[config.mk]
export PLATFORM = sky130hd
export DESIGN_NAME = max_heap_priority_queue
export DESIGN_NICKNAME = d
export VERILOG_FILES = /design/src/hdl/mhpq_pkg.sv /design/src/hdl/max_heap_priority_queue.sv /design/src/hdl/mhpq_store.sv
export SDC_FILE = /design/constraint.sdc
export NUM_CORES = 2
export LEC_CHECK = 0
export BUFFER_PORTS_ARGS = -buffer_cell sky130_fd_sc_hd__buf_2
export CORE_ASPECT_RATIO = 1.75
export CORE_MARGIN = 1.5
export CORE_UTILIZATION = 50
export CTS_CLUSTER_SIZE = 24
export DETAILED_ROUTE_END_ITERATION = 10
export MAX_ROUTING_LAYER = met4
export PLACE_DENSITY = 0.65
export SYNTH_ARGS = -nofsm -noshare
export SYNTH_HDL_FRONTEND = slang
export SYNTH_SLANG_ARGS = --single-unit
[constraint.sdc]
create_clock -name clk -period 17.7 [get_ports clk]
set_input_delay 1.77 -clock clk [delete_from_list [all_inputs] [get_ports clk]]
set_output_delay 1.77 -clock clk [all_outputs]
set_load 0.05 [all_outputs]
[src/hdl/mhpq_pkg.sv]
// ----------------------------------------------------------------------------
// mhpq_pkg
// Shared types, status codes and the sequencer control store for the
// binary max-heap priority queue.
// ----------------------------------------------------------------------------
package mhpq_pkg;

	localparam int VALUE_W  = 32;
	localparam int STATUS_W = 2;
	localparam int OCC_W    = 7;
	localparam int UPC_W    = 4;

	// command codes
	localparam logic CMD_INSERT = 1'b0;
	localparam logic CMD_REMOVE = 1'b1;

	// result status codes
	localparam logic [STATUS_W-1:0] ST_OK        = 2'd0;
	localparam logic [STATUS_W-1:0] ST_OVERFLOW  = 2'd1;
	localparam logic [STATUS_W-1:0] ST_UNDERFLOW = 2'd2;

	// read address source
	typedef enum logic [2:0] {
		RA_ZERO,
		RA_LAST,
		RA_PARENT,
		RA_LEFT,
		RA_RIGHT
	} addr_sel_t;

	// datapath action, performed only when the step condition holds
	typedef enum logic [3:0] {
		ACT_NOP,
		ACT_INS_INIT,
		ACT_MOVE_UP,
		ACT_TAKE_ROOT,
		ACT_LOAD_CUR,
		ACT_LOAD_LEFT,
		ACT_LOAD_RIGHT,
		ACT_MOVE_DOWN,
		ACT_FINISH
	} act_t;

	// step condition; when true the action runs and the step counter jumps
	typedef enum logic [2:0] {
		C_ALWAYS,
		C_POS_ZERO,
		C_PARENT_LT,
		C_NO_LEFT,
		C_NO_SWAP
	} cond_t;

	typedef struct packed {
		addr_sel_t        rd_sel;
		act_t             act;
		cond_t            cond;
		logic [UPC_W-1:0] target;
	} uword_t;

	// program entry points
	localparam logic [UPC_W-1:0] UPC_INS     = 4'd0;
	localparam logic [UPC_W-1:0] UPC_UP_LOOP = 4'd1;
	localparam logic [UPC_W-1:0] UPC_REM     = 4'd4;
	localparam logic [UPC_W-1:0] UPC_DN_LOOP = 4'd7;

	// signed key compare: a < b
	function automatic logic key_less(input logic [VALUE_W-1:0] a,
	                                  input logic [VALUE_W-1:0] b);
		key_less = $signed(a) < $signed(b);
	endfunction

	// control store
	function automatic uword_t ucode(input logic [UPC_W-1:0] upc);
		uword_t w;
		w = '{RA_ZERO, ACT_FINISH, C_ALWAYS, UPC_INS};
		unique case (upc)
			// insert: open a slot at the end, then walk the hole upward
			4'd0:  w = '{RA_ZERO,   ACT_INS_INIT,   C_ALWAYS,    4'd1};
			4'd1:  w = '{RA_PARENT, ACT_FINISH,     C_POS_ZERO,  4'd0};
			4'd2:  w = '{RA_ZERO,   ACT_MOVE_UP,    C_PARENT_LT, UPC_UP_LOOP};
			4'd3:  w = '{RA_ZERO,   ACT_FINISH,     C_ALWAYS,    4'd0};
			// removal: take the root, pull the last entry, walk the hole down
			4'd4:  w = '{RA_ZERO,   ACT_NOP,        C_ALWAYS,    4'd5};
			4'd5:  w = '{RA_LAST,   ACT_TAKE_ROOT,  C_ALWAYS,    4'd6};
			4'd6:  w = '{RA_ZERO,   ACT_LOAD_CUR,   C_ALWAYS,    UPC_DN_LOOP};
			4'd7:  w = '{RA_LEFT,   ACT_FINISH,     C_NO_LEFT,   4'd0};
			4'd8:  w = '{RA_RIGHT,  ACT_LOAD_LEFT,  C_ALWAYS,    4'd9};
			4'd9:  w = '{RA_ZERO,   ACT_LOAD_RIGHT, C_ALWAYS,    4'd10};
			4'd10: w = '{RA_ZERO,   ACT_FINISH,     C_NO_SWAP,   4'd0};
			4'd11: w = '{RA_ZERO,   ACT_MOVE_DOWN,  C_ALWAYS,    UPC_DN_LOOP};
			default: w = '{RA_ZERO, ACT_FINISH,     C_ALWAYS,    UPC_INS};
		endcase
		ucode = w;
	endfunction

endpackage

[src/hdl/max_heap_priority_queue.sv]
// ----------------------------------------------------------------------------
// max_heap_priority_queue
// Binary max-heap of signed 32-bit keys run by a microcoded step sequencer
// over a single-port-read entry memory.
// ----------------------------------------------------------------------------
// Operation: insert opens a slot at the end and climbs one level per parent
//   read until the key reaches the root or its parent is not smaller; removal
//   takes the root, pulls the last entry and descends until the hole has no left
//   child or no child is larger; overflow and underflow report in the cycle
//   after accept. Each sift level costs one memory read per child or parent, so
//   the read port paces the loop. Throughput: one transaction at a time, busy is
//   high while sifting. Reset: entry count clears to zero; the entry memory is not cleared.
// ----------------------------------------------------------------------------
module max_heap_priority_queue #(
	parameter int MAX_ENTRIES = 64
) (
	input  logic                                    clk,
	input  logic                                    arst_n,
	input  logic                                    start,
	output logic                                    busy,
	input  logic                                    command,
	input  logic signed [mhpq_pkg::VALUE_W-1:0]     item_value,
	output logic                                    done,
	output logic [mhpq_pkg::STATUS_W-1:0]           status,
	output logic signed [mhpq_pkg::VALUE_W-1:0]     result_value,
	output logic [mhpq_pkg::OCC_W-1:0]              occupancy
);

	localparam int IW = $clog2(MAX_ENTRIES);
	localparam int CW = $clog2(MAX_ENTRIES + 1);
	localparam int XW = IW + 2;
	localparam int UW = mhpq_pkg::UPC_W;
	localparam logic [CW-1:0] FULL_COUNT = CW'(MAX_ENTRIES);

	// control state
	logic                            busy_q;
	logic                            done_q;
	logic [mhpq_pkg::STATUS_W-1:0]   status_q;
	logic [mhpq_pkg::UPC_W-1:0]      upc_q;
	logic [CW-1:0]                   count_q;

	// datapath registers
	logic [IW-1:0]                   pos_q;
	logic [IW-1:0]                   bidx_q;
	logic [mhpq_pkg::VALUE_W-1:0]    cur_q;
	logic [mhpq_pkg::VALUE_W-1:0]    bval_q;
	logic [mhpq_pkg::VALUE_W-1:0]    res_q;
	logic                            lsel_q;

	mhpq_pkg::uword_t                uw;
	logic                            taken;
	logic                            fire;
	logic                            accept;
	logic                            full;
	logic                            empty;
	logic [IW-1:0]                   pos_m1;
	logic [IW-1:0]                   parent_idx;
	logic [IW-1:0]                   last_idx;
	logic [XW-1:0]                   left_x;
	logic [XW-1:0]                   right_x;
	logic                            left_ok;
	logic                            right_ok;
	logic [mhpq_pkg::VALUE_W-1:0]    best_val;
	logic [IW-1:0]                   raddr;
	logic [mhpq_pkg::VALUE_W-1:0]    rdata;
	logic                            we;
	logic [mhpq_pkg::VALUE_W-1:0]    wdata;

	// fetch control word
	assign uw = mhpq_pkg::ucode(upc_q);

	assign accept = start && !busy_q;
	assign full   = (count_q == FULL_COUNT);
	assign empty  = (count_q == '0);

	// index arithmetic
	assign pos_m1     = pos_q - IW'(1);
	assign parent_idx = pos_m1 >> 1;
	assign last_idx   = IW'(count_q - CW'(1));
	assign left_x     = {1'b0, pos_q, 1'b1};
	assign right_x    = left_x + XW'(1);
	assign left_ok    = left_x < XW'(count_q);
	assign right_ok   = right_x < XW'(count_q);
	assign best_val   = lsel_q ? bval_q : cur_q;

	// evaluate step condition
	always_comb begin
		unique case (uw.cond)
			mhpq_pkg::C_ALWAYS:    taken = 1'b1;
			mhpq_pkg::C_POS_ZERO:  taken = (pos_q == '0);
			mhpq_pkg::C_PARENT_LT: taken = mhpq_pkg::key_less(rdata, cur_q);
			mhpq_pkg::C_NO_LEFT:   taken = !left_ok;
			mhpq_pkg::C_NO_SWAP:   taken = !lsel_q;
			default:               taken = 1'b0;
		endcase
	end

	assign fire = busy_q && taken;

	// select read address
	always_comb begin
		unique case (uw.rd_sel)
			mhpq_pkg::RA_ZERO:   raddr = '0;
			mhpq_pkg::RA_LAST:   raddr = last_idx;
			mhpq_pkg::RA_PARENT: raddr = parent_idx;
			mhpq_pkg::RA_LEFT:   raddr = IW'(left_x);
			mhpq_pkg::RA_RIGHT:  raddr = IW'(right_x);
			default:             raddr = '0;
		endcase
	end

	// write back into the hole at pos
	always_comb begin
		we    = 1'b0;
		wdata = cur_q;
		case (uw.act)
			mhpq_pkg::ACT_FINISH: begin
				we    = fire;
				wdata = cur_q;
			end
			mhpq_pkg::ACT_MOVE_UP: begin
				we    = fire;
				wdata = rdata;
			end
			mhpq_pkg::ACT_MOVE_DOWN: begin
				we    = fire;
				wdata = bval_q;
			end
			default: begin
				we    = 1'b0;
				wdata = cur_q;
			end
		endcase
	end

	mhpq_store #(
		.DEPTH (MAX_ENTRIES)
	) u_store (
		.clk   (clk),
		.we    (we),
		.waddr (pos_q),
		.wdata (wdata),
		.raddr (raddr),
		.rdata (rdata)
	);

	// sequencer, count and result strobe
	always_ff @(posedge clk or negedge arst_n) begin
		if (!arst_n) begin
			busy_q   <= 1'b0;
			done_q   <= 1'b0;
			status_q <= mhpq_pkg::ST_OK;
			upc_q    <= mhpq_pkg::UPC_INS;
			count_q  <= '0;
		end else begin
			done_q <= 1'b0;
			if (accept) begin
				if (command == mhpq_pkg::CMD_INSERT) begin
					if (full) begin
						done_q   <= 1'b1;
						status_q <= mhpq_pkg::ST_OVERFLOW;
					end else begin
						busy_q <= 1'b1;
						upc_q  <= mhpq_pkg::UPC_INS;
					end
				end else begin
					if (empty) begin
						done_q   <= 1'b1;
						status_q <= mhpq_pkg::ST_UNDERFLOW;
					end else begin
						busy_q <= 1'b1;
						upc_q  <= mhpq_pkg::UPC_REM;
					end
				end
			end else if (busy_q) begin
				upc_q <= fire ? uw.target : upc_q + UW'(1);
				if (fire) begin
					case (uw.act)
						mhpq_pkg::ACT_INS_INIT:  count_q <= count_q + CW'(1);
						mhpq_pkg::ACT_TAKE_ROOT: count_q <= count_q - CW'(1);
						mhpq_pkg::ACT_FINISH: begin
							busy_q   <= 1'b0;
							done_q   <= 1'b1;
							status_q <= mhpq_pkg::ST_OK;
						end
						default: ;
					endcase
				end
			end
		end
	end

	// datapath registers
	always_ff @(posedge clk) begin
		if (accept) begin
			cur_q <= item_value;
			res_q <= (command == mhpq_pkg::CMD_INSERT && !full) ? item_value : '0;
		end else if (fire) begin
			case (uw.act)
				mhpq_pkg::ACT_INS_INIT:  pos_q <= IW'(count_q);
				mhpq_pkg::ACT_MOVE_UP:   pos_q <= parent_idx;
				mhpq_pkg::ACT_TAKE_ROOT: res_q <= rdata;
				mhpq_pkg::ACT_LOAD_CUR: begin
					cur_q <= rdata;
					pos_q <= '0;
				end
				mhpq_pkg::ACT_LOAD_LEFT: begin
					bval_q <= rdata;
					bidx_q <= IW'(left_x);
					lsel_q <= mhpq_pkg::key_less(cur_q, rdata);
				end
				mhpq_pkg::ACT_LOAD_RIGHT: begin
					if (right_ok && mhpq_pkg::key_less(best_val, rdata)) begin
						bval_q <= rdata;
						bidx_q <= IW'(right_x);
						lsel_q <= 1'b1;
					end
				end
				mhpq_pkg::ACT_MOVE_DOWN: pos_q <= bidx_q;
				default: ;
			endcase
		end
	end

	assign busy         = busy_q;
	assign done         = done_q;
	assign status       = status_q;
	assign result_value = res_q;
	assign occupancy    = mhpq_pkg::OCC_W'(count_q);

	// count never passes capacity
	a_count_bound: assert property (@(posedge clk) disable iff (!arst_n)
		count_q <= FULL_COUNT)
		else $error("entry count above capacity");

	// a finished sift always raises the result strobe
	a_finish_done: assert property (@(posedge clk) disable iff (!arst_n)
		$fell(busy_q) |-> done_q)
		else $error("sequencer finished without a result");

	// overflow only when full
	a_overflow_full: assert property (@(posedge clk) disable iff (!arst_n)
		(done_q && status_q == mhpq_pkg::ST_OVERFLOW) |-> full)
		else $error("overflow reported while not full");

	// underflow only when empty
	a_underflow_empty: assert property (@(posedge clk) disable iff (!arst_n)
		(done_q && status_q == mhpq_pkg::ST_UNDERFLOW) |-> empty)
		else $error("underflow reported while not empty");

endmodule

[src/hdl/mhpq_store.sv]
// ----------------------------------------------------------------------------
// mhpq_store
// Heap entry memory: one write port, one read port with registered data.
// ----------------------------------------------------------------------------
module mhpq_store #(
	parameter int DEPTH = 64
) (
	input  logic                                clk,
	input  logic                                we,
	input  logic [$clog2(DEPTH)-1:0]            waddr,
	input  logic [mhpq_pkg::VALUE_W-1:0]        wdata,
	input  logic [$clog2(DEPTH)-1:0]            raddr,
	output logic [mhpq_pkg::VALUE_W-1:0]        rdata
);

	logic [mhpq_pkg::VALUE_W-1:0] mem_q [DEPTH];
	logic [mhpq_pkg::VALUE_W-1:0] rdata_q;

	// write entry
	always_ff @(posedge clk) begin
		if (we) begin
			mem_q[waddr] <= wdata;
		end
	end

	// read entry, data valid next cycle
	always_ff @(posedge clk) begin
		rdata_q <= mem_q[raddr];
	end

	assign rdata = rdata_q;

endmodule

==> qor.log <==
INFO  status         outcome=finished, final reports clean
INFO  detailed_routing met3_wirelength=16,500um
INFO  detailed_routing routedLengthMet1=90,300um
INFO  clocking       cts-buffers-inserted=192
INFO  layout         final_layout_size_suffix_gt1_frac=0.114
INFO  timing         report.final.slew_viol_count=0
INFO  layout         finalNetCount=6,697
INFO  clocking       htree_levels=4
INFO  detailed_routing post_drt_wl_per_cell=27.0um
INFO  clocking       clk_latency=0.87ns
INFO  detailed_routing dr_total_vias=56,400
INFO  place          dp.cells=8,771
INFO  grt            grt.overflow.total=0
INFO  critical_path  crit_path_cell_trace=inv_1 > ha_1 > a221o_4 > buf_4 > buf_4 > mux2i_1 > mux4_2 > a32oi_1 > nand3_1 > nor4_2
INFO  grt            wire_length_of_the_first_global_routing_pass=359,000um
INFO  critical_path  required_time_reported_for_the_critical_path_endpoint=18.30ns
INFO  clocking       clock_sink_count=2,204
INFO  timing         final.setup_skew=0.0743ns
INFO  timing         fin_crit=6.23ns
INFO  critical_path  start_kind=register
INFO  power          static-leakage-power=0.0342uW
INFO  grt            via_count_of_the_first_global_routing_pass=55,000
INFO  detailed_routing antenna_left=0
INFO  floorplan      rows=206
INFO  layout         final.fill_count=14,300
INFO  run            timing.max_cap.violations=0
INFO  timing         setup_violations=0
INFO  detailed_routing route.met2.wl=128,000um
INFO  power          power.density=200nW/um2
INFO  critical_path  timing.critical_path.arrival=6.83ns
INFO  floorplan      area_enclosed_by_the_die_boundary=184,000um2
INFO  detailed_routing detailed_route_wl=247,000um
INFO  yosys          synth_top_cell_area_share=0.716
INFO  power          power.ir.vdd_worst=0.237mV
INFO  yosys          synth-edff-count=2,157
INFO  timing         worst_pin_slew=1.38ns
INFO  critical_path  cp_top_family=buffers and inverters
INFO  timing         setup_total_negative_slack=0ns
INFO  clocking       cts.path.max_buffers=4
INFO  detailed_routing detailedRoute.firstIterationViolations=6,322
INFO  critical_path  critPathSlowestCell=sky130_fd_sc_hd__nor4_2
INFO  min_path       hold_depth=0
INFO  layout         stdcell_count=9,117
INFO  critical_path  crit_path_frequent_cell=sky130_fd_sc_hd__buf_4
INFO  yosys          async_reset_ff_frac=0.00681
INFO  yosys          synth.largest_area_cell=sky130_fd_sc_hd__edfxtp_1
INFO  yosys          syn_inst=6,601
INFO  floorplan      core=180,000um2
INFO  yosys          ys_ff_latch=2,204
INFO  yosys          postSynthAreaPerCell=13.7um2
INFO  layout         multiInputGateArea=23,200um2
INFO  place          post-dp-hpwl=136,000um
INFO  min_path       min_to=bval_q[26]
INFO  floorplan      io_pins=79
INFO  layout         finish.instance_area=100,000um2
INFO  critical_path  cp_slowest_stage_delay=0.98ns
INFO  clocking       cts_setup_buffers=0
INFO  layout         area_growth=10.6%
INFO  detailed_routing max_layer_used=met4
INFO  layout         register_area=65,800um2
INFO  critical_path  r2r-end=u_store.rdata[29]
INFO  timing         slew_headroom=0.0779
INFO  grt            antenna_found_initial=8
INFO  yosys          yosysUniqueCellTypes=73
INFO  timing         hold_violations=0
INFO  layout         final_common_cell=sky130_fd_sc_hd__edfxtp_1
INFO  clocking       tritoncts=yes
INFO  min_path       hold_wc_path_type=register to register
INFO  critical_path  regToRegStartpoint=pos_q[0]
INFO  critical_path  r2r.worst_path.cells=10
INFO  timing         grt_setup_unrepaired=false
INFO  yosys          yosysWarnings=0
INFO  detailed_routing drcViolationCount=0
INFO  yosys          ys_dominant_reg_cell=sky130_fd_sc_hd__edfxtp_1
INFO  critical_path  worst_setup_path_end_kind=register
INFO  timing         timing.final.crit_share=0.352
INFO  clocking       clk_pin_slew=0.07ns
INFO  timing         fmax=161MHz
INFO  clocking       clk_root_buffer_cell=sky130_fd_sc_hd__clkbuf_16
INFO  place          post_dp_cell_area=93,800um2
INFO  floorplan      floorplan.initialDensity=0.503
INFO  critical_path  cp_max_fo=83
INFO  clocking       cts_hold_buffers=0
INFO  yosys          syn_area=90,500um2
INFO  clocking       cts_resized=0
INFO  power          post-layout-total-power=20,000uW
INFO  grt            grt_usage=0.271
INFO  place          final_replace_weighted_congestion=0.920
INFO  grt            grt_max_degree=155
INFO  detailed_routing route.detailed.vias_per_inst=6.18
INFO  critical_path  worst-setup-path-type=register to register
INFO  detailed_routing first_pass_iters=7
INFO  min_path       worstHoldStart=u_store.rdata[26]
INFO  critical_path  flop2flop_setup_slack=11.47ns
INFO  place          io_buffer_count=78
INFO  yosys          biggest_area_contributors_in_the_synthesized_netlist=sky130_fd_sc_hd__edfxtp_1, sky130_fd_sc_hd__nand2_1, sky130_fd_sc_hd__nand3_1
INFO  floorplan      die_w=325um
INFO  critical_path  timing.critical_path.buf_inv=3
INFO  floorplan      chipHeight=566um
INFO  yosys          synth_fp_nets=6,725
INFO  yosys          synth_seq_area_share=0.727
INFO  layout         final_cell_mix=sky130_fd_sc_hd__edfxtp_1, sky130_fd_sc_hd__nand2_1, sky130_fd_sc_hd__nand3_1, sky130_fd_sc_hd__clkbuf_16, sky130_fd_sc_hd__a311oi_1
through the flow:
step / util / setup WS [ns] / hold WS [ns]
after detailed placement: 0.522 / 11.60 / 0.496
after CTS: 0.556 / 11.56 / 0.479
final: 0.556 / 11.47 / 0.487
after global placement: 0.522 / 11.44 / 0.487
after floorplan: - / 11.38 / 0.469
after global routing: 0.556 / 11.10 / 0.484
flip-flops by register name, indices dropped and copies added, names as in the netlist, 2 cells and up:
name / cells
bidx_q: 6
bval_q: 32
cur_q: 32
occupancy: 7
pos_q: 6
result_value: 32
status: 2
u_store.mem_q: 2048
u_store.rdata: 32
upc_q: 4
per-layer routing:
metal / vias up / track usage
met5: - / -
met4: 0 / 0.122
met3: 601 / 0.0299
met2: 2602 / 0.470
met1: 28400 / 0.318
li1: 24700 / -
report_power, final:
| group | switching (uW) | internal, uW | total, uW |
|---|---|---|---|
| registers | 198 | 6750 | 6940 |
| clock network | 1850 | 2370 | 4220 |
| logic | 6380 | 2470 | 8850 |
cell families after synthesis:
group / after synthesis / share of synthesized area
XOR/XNOR: 22 / 0.00221
adder cells (fa/ha/maj): 88 / 0.0122
AO/OA/AOI/OAI: 747 / 0.0652
AND/OR/NAND/NOR: 2801 / 0.139
buffers and inverters: 514 / 0.0240
flip-flops: 2204 / 0.727
multiplexers: 225 / 0.0301
synthesized netlist by cell type, types with 7 or more instances:
master	count
sky130_fd_sc_hd__edfxtp_1	2157
sky130_fd_sc_hd__nand2_1	1708
sky130_fd_sc_hd__nand3_1	595
sky130_fd_sc_hd__clkbuf_1	290
sky130_fd_sc_hd__a311oi_1	194
sky130_fd_sc_hd__a211oi_1	132
sky130_fd_sc_hd__and2_1	131
sky130_fd_sc_hd__mux2i_1	127
sky130_fd_sc_hd__buf_2	121
sky130_fd_sc_hd__and3_1	103
sky130_fd_sc_hd__ha_1	88
sky130_fd_sc_hd__nor3_1	77
sky130_fd_sc_hd__o211ai_1	74
sky130_fd_sc_hd__nor4_1	70
sky130_fd_sc_hd__a31oi_1	69
sky130_fd_sc_hd__mux2_2	67
sky130_fd_sc_hd__a22o_1	64
sky130_fd_sc_hd__inv_1	52
sky130_fd_sc_hd__buf_1	38
sky130_fd_sc_hd__a21oi_1	36
sky130_fd_sc_hd__a22oi_1	33
sky130_fd_sc_hd__a311o_1	33
sky130_fd_sc_hd__dfxtp_1	32
sky130_fd_sc_hd__a32oi_1	31
sky130_fd_sc_hd__mux4_2	31
sky130_fd_sc_hd__nor4_2	31
sky130_fd_sc_hd__nor2_1	27
sky130_fd_sc_hd__o21ai_0	27
sky130_fd_sc_hd__dfrtp_1	15
sky130_fd_sc_hd__xnor2_1	14
sky130_fd_sc_hd__buf_6	12
sky130_fd_sc_hd__nand2b_1	11
sky130_fd_sc_hd__or3_1	10
sky130_fd_sc_hd__a21o_1	8
sky130_fd_sc_hd__a221o_1	8
sky130_fd_sc_hd__nor2b_1	8
sky130_fd_sc_hd__xor2_1	7
worst max path at each step:
stage	cells after the start	from	to	slack, ns
floorplan	12	occupancy[3]	u_store.mem_q[47][0]	11.38
global placement	11	u_store.rdata[14]	u_store.mem_q[61][10]	11.44
detailed placement	13	upc_q[0]	u_store.rdata[6]	11.60
CTS	10	pos_q[0]	u_store.rdata[29]	11.56
global route	10	upc_q[0]	u_store.rdata[29]	11.10
finish	10	pos_q[0]	u_store.rdata[29]	11.47
area by class of cell:
| class | instances | area share |
|---|---|---|
| Antenna cell | 7 | 0.000175 |
| Clock buffer | 245 | 0.0520 |
| Clock inverter | 94 | 0.00993 |
| Inverter | 52 | 0.00195 |
| Multi-Input combinational cell | 3883 | 0.231 |
| Sequential cell | 2204 | 0.658 |
| Tap cell | 2392 | 0.0299 |
| Timing Repair Buffer | 240 | 0.0171 |
(Power assumes the default switching activity.)
